`src/sv/wfpd_pkg.sv`:
```
// Package for the PD wall-following drive: codes, program ROM and lookup tables.
package wfpd_pkg;

  // Configuration register indexes
  localparam logic [2:0] REG_TARGET_DISTANCE = 3'd0;
  localparam logic [2:0] REG_FORWARD_SPEED   = 3'd1;
  localparam logic [2:0] REG_GAIN_PROP       = 3'd2;
  localparam logic [2:0] REG_GAIN_DERIV      = 3'd3;
  localparam logic [2:0] REG_TURN_LIMIT      = 3'd4;
  localparam logic [2:0] REG_MAX_WHEEL       = 3'd5;
  localparam logic [2:0] REG_MIN_WHEEL       = 3'd6;

  // Wall status codes
  localparam logic [1:0] WS_FOLLOW    = 2'd0;
  localparam logic [1:0] WS_TOO_CLOSE = 2'd1;
  localparam logic [1:0] WS_NO_WALL   = 2'd2;

  // Sensor breakpoints: readings for 0, 1 and 2 inches, and the no-wall floor
  localparam logic [11:0] READ_TOP   = 12'd450;
  localparam logic [11:0] READ_FLOOR = 12'd4;
  localparam logic [8:0]  READ_HI [3] = '{9'd450, 9'd270, 9'd45};

  // ceil(2^24 / span) for spans 180, 225 and 41; exact for 16-bit dividends
  localparam logic [18:0] RECIP [3] = '{19'd93207, 19'd74566, 19'd409201};

  // Datapath operations, one per program step
  typedef enum logic [2:0] {
    OP_CLASS = 3'd0,
    OP_RECIP = 3'd1,
    OP_PROP  = 3'd2,
    OP_DERIV = 3'd3,
    OP_RATE  = 3'd4,
    OP_EMIT  = 3'd5
  } op_t;

  localparam int STEP_W = 3;
  localparam int STEPS  = 6;
  localparam logic [STEP_W-1:0] STEP_EMIT = 3'd5;

  // One control word
  typedef struct packed {
    op_t               op;
    logic              jmp;     // jump to target when the sample is special
    logic [STEP_W-1:0] target;
    logic              last;
  } ucode_t;

  localparam ucode_t PROGRAM [STEPS] = '{
    '{op: OP_CLASS, jmp: 1'b1, target: STEP_EMIT, last: 1'b0},
    '{op: OP_RECIP, jmp: 1'b0, target: 3'd0,      last: 1'b0},
    '{op: OP_PROP,  jmp: 1'b0, target: 3'd0,      last: 1'b0},
    '{op: OP_DERIV, jmp: 1'b0, target: 3'd0,      last: 1'b0},
    '{op: OP_RATE,  jmp: 1'b0, target: 3'd0,      last: 1'b0},
    '{op: OP_EMIT,  jmp: 1'b0, target: 3'd0,      last: 1'b1}
  };

endpackage

```
`src/sv/wfpd_seq.sv`:
```
// Microcode sequencer: step counter, program ROM and conditional jump.
module wfpd_seq (
  input  logic            clk,
  input  logic            rst,
  input  logic            start,
  input  logic            special,
  input  logic            stall,
  output wfpd_pkg::ucode_t ctrl,
  output logic            busy
);
  import wfpd_pkg::*;

  logic [STEP_W-1:0] step;

  // Current control word
  assign ctrl = PROGRAM[step];

  // Step counter
  always_ff @(posedge clk) begin
    if (rst) begin
      busy <= 1'b0;
      step <= '0;
    end else if (!busy) begin
      if (start) begin
        busy <= 1'b1;
        step <= '0;
      end
    end else if (!stall) begin
      if (ctrl.last) begin
        busy <= 1'b0;
      end else if (ctrl.jmp && special) begin
        step <= ctrl.target;
      end else begin
        step <= step + 1'b1;
      end
    end
  end

endmodule

```
`src/sv/wall_follow_pd_drive.sv`:
```
// Top level of the PD wall-following drive: registers, datapath and handshakes.
//
//  channel  | direction | handshake             | payload
//  ---------+-----------+-----------------------+---------------------------------------
//  cfg      | in        | cfg_valid / cfg_ready | cfg_index, cfg_data
//  in       | in        | in_valid / in_ready   | wall_reading, restart
//  out      | out       | out_valid / out_ready | left_speed, right_speed, wall_distance,
//           |           |                       | wall_state, speed_clamped
//
// One sample at a time: six program steps when following (classify, reciprocal
// multiply, two gain multiplies on the one shared multiplier, rate clamp, wheel
// mix), two when too close or no wall.
// Reset sets the registers to their defaults and clears the stored error.
// A result waiting on out_ready holds the program at its last step only.
// cfg_ready is always high.
module wall_follow_pd_drive (
  input  logic              clk,
  input  logic              rst,
  input  logic              cfg_valid,
  output logic              cfg_ready,
  input  logic [2:0]        cfg_index,
  input  logic [12:0]       cfg_data,
  input  logic              in_valid,
  output logic              in_ready,
  input  logic [11:0]       wall_reading,
  input  logic              restart,
  output logic              out_valid,
  input  logic              out_ready,
  output logic signed [9:0] left_speed,
  output logic signed [9:0] right_speed,
  output logic [9:0]        wall_distance,
  output logic [1:0]        wall_state,
  output logic              speed_clamped
);
  import wfpd_pkg::*;

  logic [9:0]        target_distance;
  logic [8:0]        forward_speed;
  logic [11:0]       gain_prop;
  logic [11:0]       gain_deriv;
  logic [12:0]       turn_limit;
  logic signed [9:0] max_wheel_speed;
  logic signed [9:0] min_wheel_speed;

  ucode_t ctrl;
  logic   busy, stall, special, fire, accept;

  logic [11:0]        sig_r;
  logic               restart_r;
  logic [1:0]         seg_r, wstate_r;
  logic [15:0]        x_r;
  logic [9:0]         dist_r;
  logic signed [25:0] acc;
  logic signed [13:0] rate_r;
  logic signed [10:0] prev_error;

  // Configuration registers
  assign cfg_ready = 1'b1;

  always_ff @(posedge clk) begin
    if (rst) begin
      target_distance <= 10'd256;
      forward_speed   <= 9'd150;
      gain_prop       <= 12'd51;
      gain_deriv      <= 12'd512;
      turn_limit      <= 13'd2145;
      max_wheel_speed <= 10'sd500;
      min_wheel_speed <= -10'sd500;
    end else if (cfg_valid && cfg_ready) begin
      case (cfg_index)
        REG_TARGET_DISTANCE: target_distance <= cfg_data[9:0];
        REG_FORWARD_SPEED:   forward_speed   <= cfg_data[8:0];
        REG_GAIN_PROP:       gain_prop       <= cfg_data[11:0];
        REG_GAIN_DERIV:      gain_deriv      <= cfg_data[11:0];
        REG_TURN_LIMIT:      turn_limit      <= cfg_data[12:0];
        REG_MAX_WHEEL:       max_wheel_speed <= $signed(cfg_data[9:0]);
        REG_MIN_WHEEL:       min_wheel_speed <= $signed(cfg_data[9:0]);
        default: ;
      endcase
    end
  end

  // Input capture and sequencer
  assign in_ready = !busy;
  assign accept   = in_valid && in_ready;

  always_ff @(posedge clk) begin
    if (accept) begin
      sig_r     <= wall_reading;
      restart_r <= restart;
    end
  end

  assign stall = busy && (ctrl.op == OP_EMIT) && out_valid && !out_ready;
  assign fire  = busy && !stall;

  wfpd_seq u_seq (
    .clk     (clk),
    .rst     (rst),
    .start   (accept),
    .special (special),
    .stall   (stall),
    .ctrl    (ctrl),
    .busy    (busy)
  );

  // Classification and segment pick
  logic [1:0] cls_state, seg_sel;
  logic [8:0] diff;

  always_comb begin
    if (sig_r >= READ_TOP) begin
      cls_state = WS_TOO_CLOSE;
    end else if (sig_r <= READ_FLOOR) begin
      cls_state = WS_NO_WALL;
    end else begin
      cls_state = WS_FOLLOW;
    end
    if (sig_r <= {3'b0, READ_HI[2]}) begin
      seg_sel = 2'd2;
    end else if (sig_r <= {3'b0, READ_HI[1]}) begin
      seg_sel = 2'd1;
    end else begin
      seg_sel = 2'd0;
    end
    diff = READ_HI[seg_sel] - sig_r[8:0];
  end

  assign special = (cls_state != WS_FOLLOW);

  // Error terms
  logic signed [10:0] e;
  logic signed [11:0] d;

  assign e = $signed({1'b0, dist_r} - {1'b0, target_distance});
  assign d = $signed({e[10], e}) - $signed({prev_error[10], prev_error});

  // Shared multiplier
  logic signed [16:0] mul_a;
  logic signed [19:0] mul_b;
  logic signed [36:0] mul_p;

  always_comb begin
    case (ctrl.op)
      OP_RECIP: begin
        mul_a = $signed({1'b0, x_r});
        mul_b = $signed({1'b0, RECIP[seg_r]});
      end
      OP_PROP: begin
        mul_a = $signed({{6{e[10]}}, e});
        mul_b = $signed({8'b0, gain_prop});
      end
      OP_DERIV: begin
        mul_a = $signed({{5{d[11]}}, d});
        mul_b = $signed({8'b0, gain_deriv});
      end
      default: begin
        mul_a = '0;
        mul_b = '0;
      end
    endcase
  end

  assign mul_p = mul_a * mul_b;

  // Rate: floor((8 - sum) / 16), clamped to the turn limit
  logic signed [26:0] rate_t;
  logic signed [22:0] rate_q, lim_pos, lim_neg, rate_c;

  always_comb begin
    rate_t  = 27'sd8 - $signed({acc[25], acc});
    rate_q  = rate_t[26:4];
    lim_pos = $signed({10'b0, turn_limit});
    lim_neg = -lim_pos;
    if (rate_q > lim_pos) begin
      rate_c = lim_pos;
    end else if (rate_q < lim_neg) begin
      rate_c = lim_neg;
    end else begin
      rate_c = rate_q;
    end
  end

  // Wheel mix: forward speed plus or minus 129 * rate / 4096, toward zero
  function automatic logic signed [10:0] div4096_tz(input logic signed [22:0] v);
    logic signed [22:0] adj;
    adj = v + (v[22] ? 23'sd4095 : 23'sd0);
    return adj[22:12];
  endfunction

  logic signed [21:0] delta;
  logic signed [22:0] base, sum_r, sum_l;
  logic signed [10:0] v_r, v_l, mx, mn;
  logic signed [9:0]  right_c, left_c;
  logic               hit;

  always_comb begin
    delta = $signed({rate_r[13], rate_r, 7'b0}) + $signed({{8{rate_r[13]}}, rate_r});
    base  = $signed({2'b0, forward_speed, 12'b0});
    sum_r = base + $signed({delta[21], delta});
    sum_l = base - $signed({delta[21], delta});
    v_r   = div4096_tz(sum_r);
    v_l   = div4096_tz(sum_l);
    mx    = $signed({max_wheel_speed[9], max_wheel_speed});
    mn    = $signed({min_wheel_speed[9], min_wheel_speed});
    hit   = 1'b0;
    // upper test first, then lower, as for crossed limits
    if (v_r > mx) begin
      right_c = max_wheel_speed;
      hit     = 1'b1;
    end else if (v_r < mn) begin
      right_c = min_wheel_speed;
      hit     = 1'b1;
    end else begin
      right_c = v_r[9:0];
    end
    if (v_l > mx) begin
      left_c = max_wheel_speed;
      hit    = 1'b1;
    end else if (v_l < mn) begin
      left_c = min_wheel_speed;
      hit    = 1'b1;
    end else begin
      left_c = v_l[9:0];
    end
  end

  // Datapath registers, one operation per step
  always_ff @(posedge clk) begin
    if (fire) begin
      case (ctrl.op)
        OP_CLASS: begin
          wstate_r <= cls_state;
          seg_r    <= seg_sel;
          x_r      <= {diff[7:0], 8'b0};
        end
        OP_RECIP: dist_r <= {seg_r, mul_p[31:24]};
        OP_PROP:  acc    <= mul_p[25:0];
        OP_DERIV: acc    <= acc + mul_p[25:0];
        OP_RATE:  rate_r <= rate_c[13:0];
        default: ;
      endcase
    end
  end

  // Stored error
  always_ff @(posedge clk) begin
    if (rst) begin
      prev_error <= '0;
    end else if (fire && (ctrl.op == OP_CLASS) && restart_r) begin
      prev_error <= '0;
    end else if (fire && (ctrl.op == OP_EMIT)) begin
      prev_error <= (wstate_r == WS_FOLLOW) ? e : 11'sd0;
    end
  end

  // Result register
  always_ff @(posedge clk) begin
    if (fire && (ctrl.op == OP_EMIT)) begin
      if (wstate_r == WS_FOLLOW) begin
        left_speed    <= left_c;
        right_speed   <= right_c;
        wall_distance <= dist_r;
        speed_clamped <= hit;
      end else begin
        left_speed    <= '0;
        right_speed   <= '0;
        wall_distance <= '0;
        speed_clamped <= 1'b0;
      end
      wall_state <= wstate_r;
    end
  end

  always_ff @(posedge clk) begin
    if (rst) begin
      out_valid <= 1'b0;
    end else if (fire && (ctrl.op == OP_EMIT)) begin
      out_valid <= 1'b1;
    end else if (out_ready) begin
      out_valid <= 1'b0;
    end
  end

  // Checks
  a_busy_after_accept: assert property (@(posedge clk) disable iff (rst)
    accept |=> !in_ready)
    else $error("sequencer not busy after an accepted sample");

  a_special_zero: assert property (@(posedge clk) disable iff (rst)
    out_valid && (wall_state != WS_FOLLOW) |->
      (left_speed == 10'sd0) && (right_speed == 10'sd0) && !speed_clamped
      && (wall_distance == 10'd0))
    else $error("special status with nonzero drive fields");

  a_special_clears_error: assert property (@(posedge clk) disable iff (rst)
    fire && (ctrl.op == OP_EMIT) && (wstate_r != WS_FOLLOW) |=> (prev_error == 11'sd0))
    else $error("stored error not cleared on special sample");

  a_result_from_emit: assert property (@(posedge clk) disable iff (rst)
    $rose(out_valid) |-> $past(busy) && ($past(ctrl.op) == OP_EMIT))
    else $error("result appeared outside the emit step");

endmodule
```
`config.mk`:
```
export PLATFORM = sky130hd
export DESIGN_NAME = wall_follow_pd_drive
export DESIGN_NICKNAME = d
export VERILOG_FILES = /design/src/sv/wfpd_pkg.sv /design/src/sv/wfpd_seq.sv /design/src/sv/wall_follow_pd_drive.sv
export SDC_FILE = /design/constraint.sdc
export NUM_CORES = 1
export LEC_CHECK = 0
export BUFFER_PORTS_ARGS = -buffer_cell sky130_fd_sc_hd__buf_2
export CAP_MARGIN = 30
export CORE_MARGIN = 2
export CORE_UTILIZATION = 57
export DETAILED_ROUTE_END_ITERATION = 7
export GPL_ROUTABILITY_DRIVEN = 0
export GPL_TIMING_DRIVEN = 0
export PLACE_DENSITY_LB_ADDON = 0.12
export SKIP_CTS_REPAIR_TIMING = 1
export SYNTH_ARGS = -nofsm -noshare
export SYNTH_HDL_FRONTEND = slang
export SYNTH_SLANG_ARGS = --single-unit
```
`constraint.sdc`:
```
create_clock -name clk -period 19.9 [get_ports clk]
set_input_delay 1.99 -clock clk [delete_from_list [all_inputs] [get_ports clk]]
set_output_delay 1.99 -clock clk [all_outputs]
set_load 0.05 [all_outputs]
```
# [Word level (Yosys, flattened, before mapping)]
# Memories as Yosys holds them, arrays and structs flattened.
# Index checks and enable logic that the tools add are counted.
[classes] n_addsub=12 n_mul=1 order_cmp=13 eq_ne=13 n_mux=39 bitwise_logic=3 reduce_logical=32
[ops] op="case mux 19 bit (3 select lines)" n=1
[ops] op="case mux 26 bit (2 select lines)" n=1
[ops] op="case mux 17 bit (3 select lines)" n=1
[ops] op="adder 23 x 13 -> 23 bit" n=2
[ops] op="two-way mux 10 bit" n=4
[ops] op="binary-select mux 19 bit (select 2 bit)" n=1
[ops] op="two-way mux 19 bit" n=2
[ops] op="multiplier 17 x 20 -> 32 bit" n=1
[ops] op="two-way mux 8 bit" n=4
[ops] op="subtractor 5 x 26 -> 27 bit, first input constant" n=1
[ops] op="adder 26 bit" n=1
[ops] op="two-way mux 12 bit" n=2
[ops] op="adder 22 x 22 -> 23 bit" n=1
[ops] op="> comparator 23 x 14 -> 1 bit" n=1
[ops] op="less-than comparator 23 bit" n=1
[ops] op="negation 13 -> 23 bit" n=1
[ops] op="subtractor 22 x 22 -> 23 bit" n=1
[ops] op="adder 21 x 14 -> 22 bit" n=1
[ops] op="> comparator 11 x 10 -> 1 bit" n=2
[ops] op="less-than comparator 11 x 10 -> 1 bit" n=2
[ops] op="AND reduction 2 bit" n=11
[ops] op="binary-select mux 9 bit (select 2 bit)" n=1
[ops] op="== test 3 bit, second input constant" n=5
[ops] op="two-way mux 3 bit" n=5
[ops] op="other kinds (27)" n=60
[totals] regBits=200 rom_bits=64 input_bits=34 out_inout_bits=36 elab_cells=139 mem_count=1
[memory_table] name="(no name shown)" depth=8 width=8 rd=1 rd_clocked_by_memory_dff=0 write_ports=0 line_no="wfpd_seq.sv:16" rtl="assign ctrl = PROGRAM[step];"

# [Depth between registers and ports, before layout]
[depth] word_depth=13 ltp_mapped=49

# [Hierarchy]
# From an unflattened synthesis, not the netlist that was laid out.
[hier_totals] cells_unflattened=3068 hier_area_um2=26170.1
[modules_own_cells] mod="wall_follow_pd_drive" n_inst=1 cells_per_inst=3034 area_each_um2=25893.6 seq_area_each_um2=5004.8
[modules_own_cells] mod="wfpd_seq" n_inst=1 cells_per_inst=34 area_each_um2=276.5 seq_area_each_um2=80.1

# [Worst setup path before layout]
# OpenSTA, ideal clock, no wires.
[synth_path] path_type="flip-flop to flip-flop" start="register dist_r[0]" end="register acc[25] (data pin)" setup_ns=0.260 arrival_ns=9.801 t_required_ns=19.640 path_slack_ns=9.839 path_stages_with_launch=49 path_buffers=1 synth_period_minus_slack_ns=10.061 path_cell_list="edfxtp_1 inv_1 ha_1 inv_1 fa_1 a21o_1 a21oi_1 xnor2_1 ha_1 a21boi_0 o21ai_0 a21boi_0 o21a_1 o21a_1 o21a_1 o21a_1 o31ai_1 clkbuf_1 [... 13 more ...] a21oi_1 o22ai_1 a31oi_1 nand2b_1 a21oi_1 xnor2_1 ha_1 and4_1 a21boi_0 a211oi_1 a311oi_1 nand3_1 a31oi_1 a21o_1 a21o_1 a2111o_1 nand3_1 xor2_1"
[synth_via] elab_chain_len=6
[synth_rtl] item="start, declared" line_no="wall_follow_pd_drive.sv:52" rtl="logic [9:0] dist_r;"
[synth_rtl] item="start signal, assigned" line_no="wall_follow_pd_drive.sv:237" rtl="OP_RECIP: dist_r <= {seg_r, mul_p[31:24]};"
[synth_rtl] item="subtractor 10 x 10 -> 11 bit *" line_no="wall_follow_pd_drive.sv:135" rtl="assign e = $signed({1'b0, dist_r} - {1'b0, target_distance});"
[synth_rtl] item="subtractor 11 x 11 -> 12 bit" line_no="wall_follow_pd_drive.sv:136" rtl="assign d = $signed({e[10], e}) - $signed({prev_error[10], prev_error});"
[synth_rtl] item="case mux 17 bit (3 select lines) *" line_no="wall_follow_pd_drive.sv:144" rtl="case (ctrl.op)"
[synth_rtl] item="multiplier 17 x 20 -> 32 bit *" line_no="wall_follow_pd_drive.sv:164" rtl="assign mul_p = mul_a * mul_b;"
[synth_rtl] item="adder 26 bit" line_no="wall_follow_pd_drive.sv:239" rtl="OP_DERIV: acc <= acc + mul_p[25:0];"
[synth_rtl] item="case mux 26 bit (2 select lines) *" line_no="wall_follow_pd_drive.sv:231" rtl="case (ctrl.op)"
[synth_rtl] item="end signal, assigned" line_no="wall_follow_pd_drive.sv:238" rtl="OP_PROP: acc <= mul_p[25:0];"
[synth_rtl] item="end signal, assigned" line_no="wall_follow_pd_drive.sv:239"
[synth_rtl] item="end, declared" line_no="wall_follow_pd_drive.sv:53" rtl="logic signed [25:0] acc;"
# Every way passes the cells marked *; elsewhere a longest branch is shown, timed or not.
# A chain may end at the register's enable or synchronous reset.

# [Worst setup path after layout]
# Ends and elaborated chain as after synthesis.

==> results.yml <==
outcome:
  status: "finished clean"
global_route:
  grt_max_degree: 29
  grt_pass1_wl_um: 109000
  antenna_found_initial: 0
  grtUsageTotal_pct: 29.7
  grt_pass1_vias: 21400
  grt_remaining_overflow: 0
flow_run:
  max_cap_viol_count: 0
clock_tree:
  clk_path_buf_depth: 2
  tritoncts.num_buffers: 17
  clkTransAtPathRegs_ns: 0.09
  clock-sinks: 200
  root_buffer: "clkbuf_16"
  htreeDepth: 4
  clk_latency_ns: 0.50
  cts_tree: "built"
die:
  die_w_um: 214
  core_area_sq_um: 43900
  start_util_pct: 57.4
  die_y_um: 214
  num_rows: 77
  io_pins: 70
  dieArea_sq_um: 45900
timing:
  period_minus_slack_ns: 11.68
  report.final.slew_viol_count: 0
  finalCritPeriodShare_pct: 58.7
  max_slew_margin_pct: 31.0
  hold_viol: 0
  layout_setup_ws_ns: 8.22
  setup_viol: 0
  setup_tns_ns: 0
  tightest_slew_ns: 1.04
  grt_setup_unrepaired: "no"
  clock.fmax_mhz: 85.6
  clock_skew_ns: 0.0134
place:
  dp_hpwl_um: 55100
  dpl.cell_count: 3665
  post-place-ws_ns: 8.31
  io_buffers: 63
synthesis:
  yosysMostFrequentCell: "inv_1"
  yosysWarnings: 0
  synth-compound-area-share_pct: 14.2
  synth_common_cells: "inv_1 (443), nand2_1 (381), ha_1 (311), nor2_1 (261), fa_1 (240)"
  yosysTopAreaCell: "fa_1"
  async_flop_share_pct: 0
  syn_area_per_cell_sq_um: 8.54
  ys_seq_elements: 200
  synth_area_leaders: "fa_1 (19%), ha_1 (15%), edfxtp_1 (13%)"
  synth_mux_area_share_pct: 0.899
  synth_fa_ha_area_share_pct: 34.5
  synth-edff-count: 108
  yosys.area_share.simple_pct: 17.0
  syn-instance-count: 2950
  synthXorXnorAreaFrac_pct: 5.35
  ys.flop_type: "edfxtp_1"
  synth_top_family_by_area: "adder cells"
  ys_types: 89
  yosysSeqAreaShare_pct: 20.2
  syn_area_sq_um: 25200
  synth_top_area_share_pct: 19.1
route:
  post_drt_wl_per_cell_um: 17.9
  vias: 21083
  viasPerCell: 5.70
  remaining_drc_errors: 0
  first_pass_iters: 6
  dr.first_iter.drc_count: 1622
  ant_nets: 0
  wl_um: 66000
worst_setup_path:
  max_stage_delay_ns: 0.57
  startpoint: "dist_r[0]$_DFFE_PP_"
  r2r_slack_ns: 8.22
  crit_slowest_cell: "fa_1"
  crit_top_cell: "inv_1"
  required_ns: 20.12
  cp_num_buf_inv: 8
  start_kind: "flop"
  regToRegEndpoint: "acc[25]$_DFFE_PP_"
  cp-endpoint: "acc[25]$_DFFE_PP_"
  worstRegToRegCells: 48
  setup.worst_path.class: "flop to flop"
  worst-path-stages: 48
  path_delay_family: "adder cells"
  rr_startpoint: "dist_r[0]$_DFFE_PP_"
  worstSetupEndpointType: "flop"
  crit_path_max_fanout: 10
  cp.arrival_ns: 11.90
power:
  p_leak_nw: 12.6
  cellPowerDensity_nw_per_um2: 65.9
  power_mw: 1.79
  vdd_ir_drop_max_uv: 83.2
min_path:
  holdCritPathClass: "flop to flop"
  hp-start: "target_distance[4]$_SDFFE_PP0P_"
finish:
  area_delta_synth_final_pct: 7.95
  fillers: 3867
  drive_gt1_share_pct: 4.86
  finalNetCount: 3677
  diodes: 0
  fin_cells: 3697
  multi_input_area_sq_um: 18300
  seqCellArea_sq_um: 5080
## worst min-delay path: stages (launching register included)
cell	delay (ns)
dfxtp_1	0.32
nand2_1	0.05
a21oi_1	0.05
## cells by family (layout without fill, tap and decap cells)
kind of cell / count (synthesis) / count (layout)
and+or+nand+nor: 940 / 940
AOI/OAI and AO/OA: 558 / 558
adders and majority gates: 551 / 551
buffers and inverters: 523 / 630
DFF: 200 / 200
xor gates and xnor gates: 154 / 154
muxes: 22 / 22
other: 2 / 50
## routing by layer
| layer | wire (um) | track usage (%) | part of all wire, % | vias to the layer above |
|---|---|---|---|---|
| li1 | - | - | - | 10064 |
| met4 | 3480 | 14.8 | 5.3 | 0 |
| met5 | 0 | 0 | 0 | - |
| met3 | 3510 | 3.59 | 5.3 | 160 |
| met1 | 26800 | 37.0 | 41 | 10177 |
| met2 | 32200 | 51.2 | 49 | 682 |
## report_power, final
| group | internal (mW) | switching, mW | total [mW] |
|---|---|---|---|
| combinational | 0.382 | 0.559 | 0.941 |
| sequential | 0.465 | 0.0116 | 0.476 |
| clock | 0.177 | 0.199 | 0.376 |
## state kept, by name, summed over array words and instances, names as in the netlist, 3 cells and up
| register | flops |
|---|---|
| x_r | 8 |
| sig_r | 12 |
| u_seq.step | 3 |
| turn_limit | 13 |
| forward_speed | 9 |
| rate_r | 14 |
| acc | 26 |
| left_speed | 10 |
| right_speed | 10 |
| target_distance | 10 |
| wall_distance | 10 |
| dist_r | 10 |
| prev_error | 11 |
| gain_prop | 12 |
| gain_deriv | 12 |
| max_wheel_speed | 10 |
| min_wheel_speed | 10 |
## metrics by stage
stage	cell area [sq um]	util (%)	hold WS, ns
2_1_floorplan	25400	-	0.431
4_1_cts	27200	61.9	0.464
5_1_grt	27200	61.9	0.483
3_5_place_dp	26600	60.5	0.451
6_report	27200	61.9	0.465
3_3_place_gp	26400	60.2	0.444
## cells in the final DEF, fill, tap and decap left out, drive strengths merged, types with 85 or more instances in the layout
| master | n |
|---|---|
| buf | 86 |
| fa | 240 |
| dfxtp | 92 |
| inv | 452 |
| ha | 311 |
| xnor2 | 102 |
| nor2 | 261 |
| clkbuf | 85 |
| a21oi | 184 |
| nand2 | 381 |
| o21ai | 123 |
| edfxtp | 108 |
## how the worst min path moves through the flow
stage                                 endpoint  cells after the start
6_report       target_distance[4]$_SDFFE_PP0P_                      2
3_3_place_gp        gain_deriv[0]$_SDFFE_PP0P_                      2
4_1_cts             prev_error[2]$_SDFFE_PP0P_                      2
3_5_place_dp        prev_error[2]$_SDFFE_PP0P_                      2
2_1_floorplan       gain_deriv[9]$_SDFFE_PP1P_                      2
5_1_grt        target_distance[2]$_SDFFE_PP0P_                      2
## final cells by class
cell class                      count  share of cell area (%)
Inverter                          444                    6.13
Tap cell                          592                    2.72
Clock buffer                       17                    1.56
Multi-Input combinational cell   2275                    67.4
Sequential cell                   200                    18.7
Buffer                             79                    1.13
Clock inverter                     15                   0.800
Timing Repair Buffer               75                    1.58
Power figures use the tool's default switching activity.
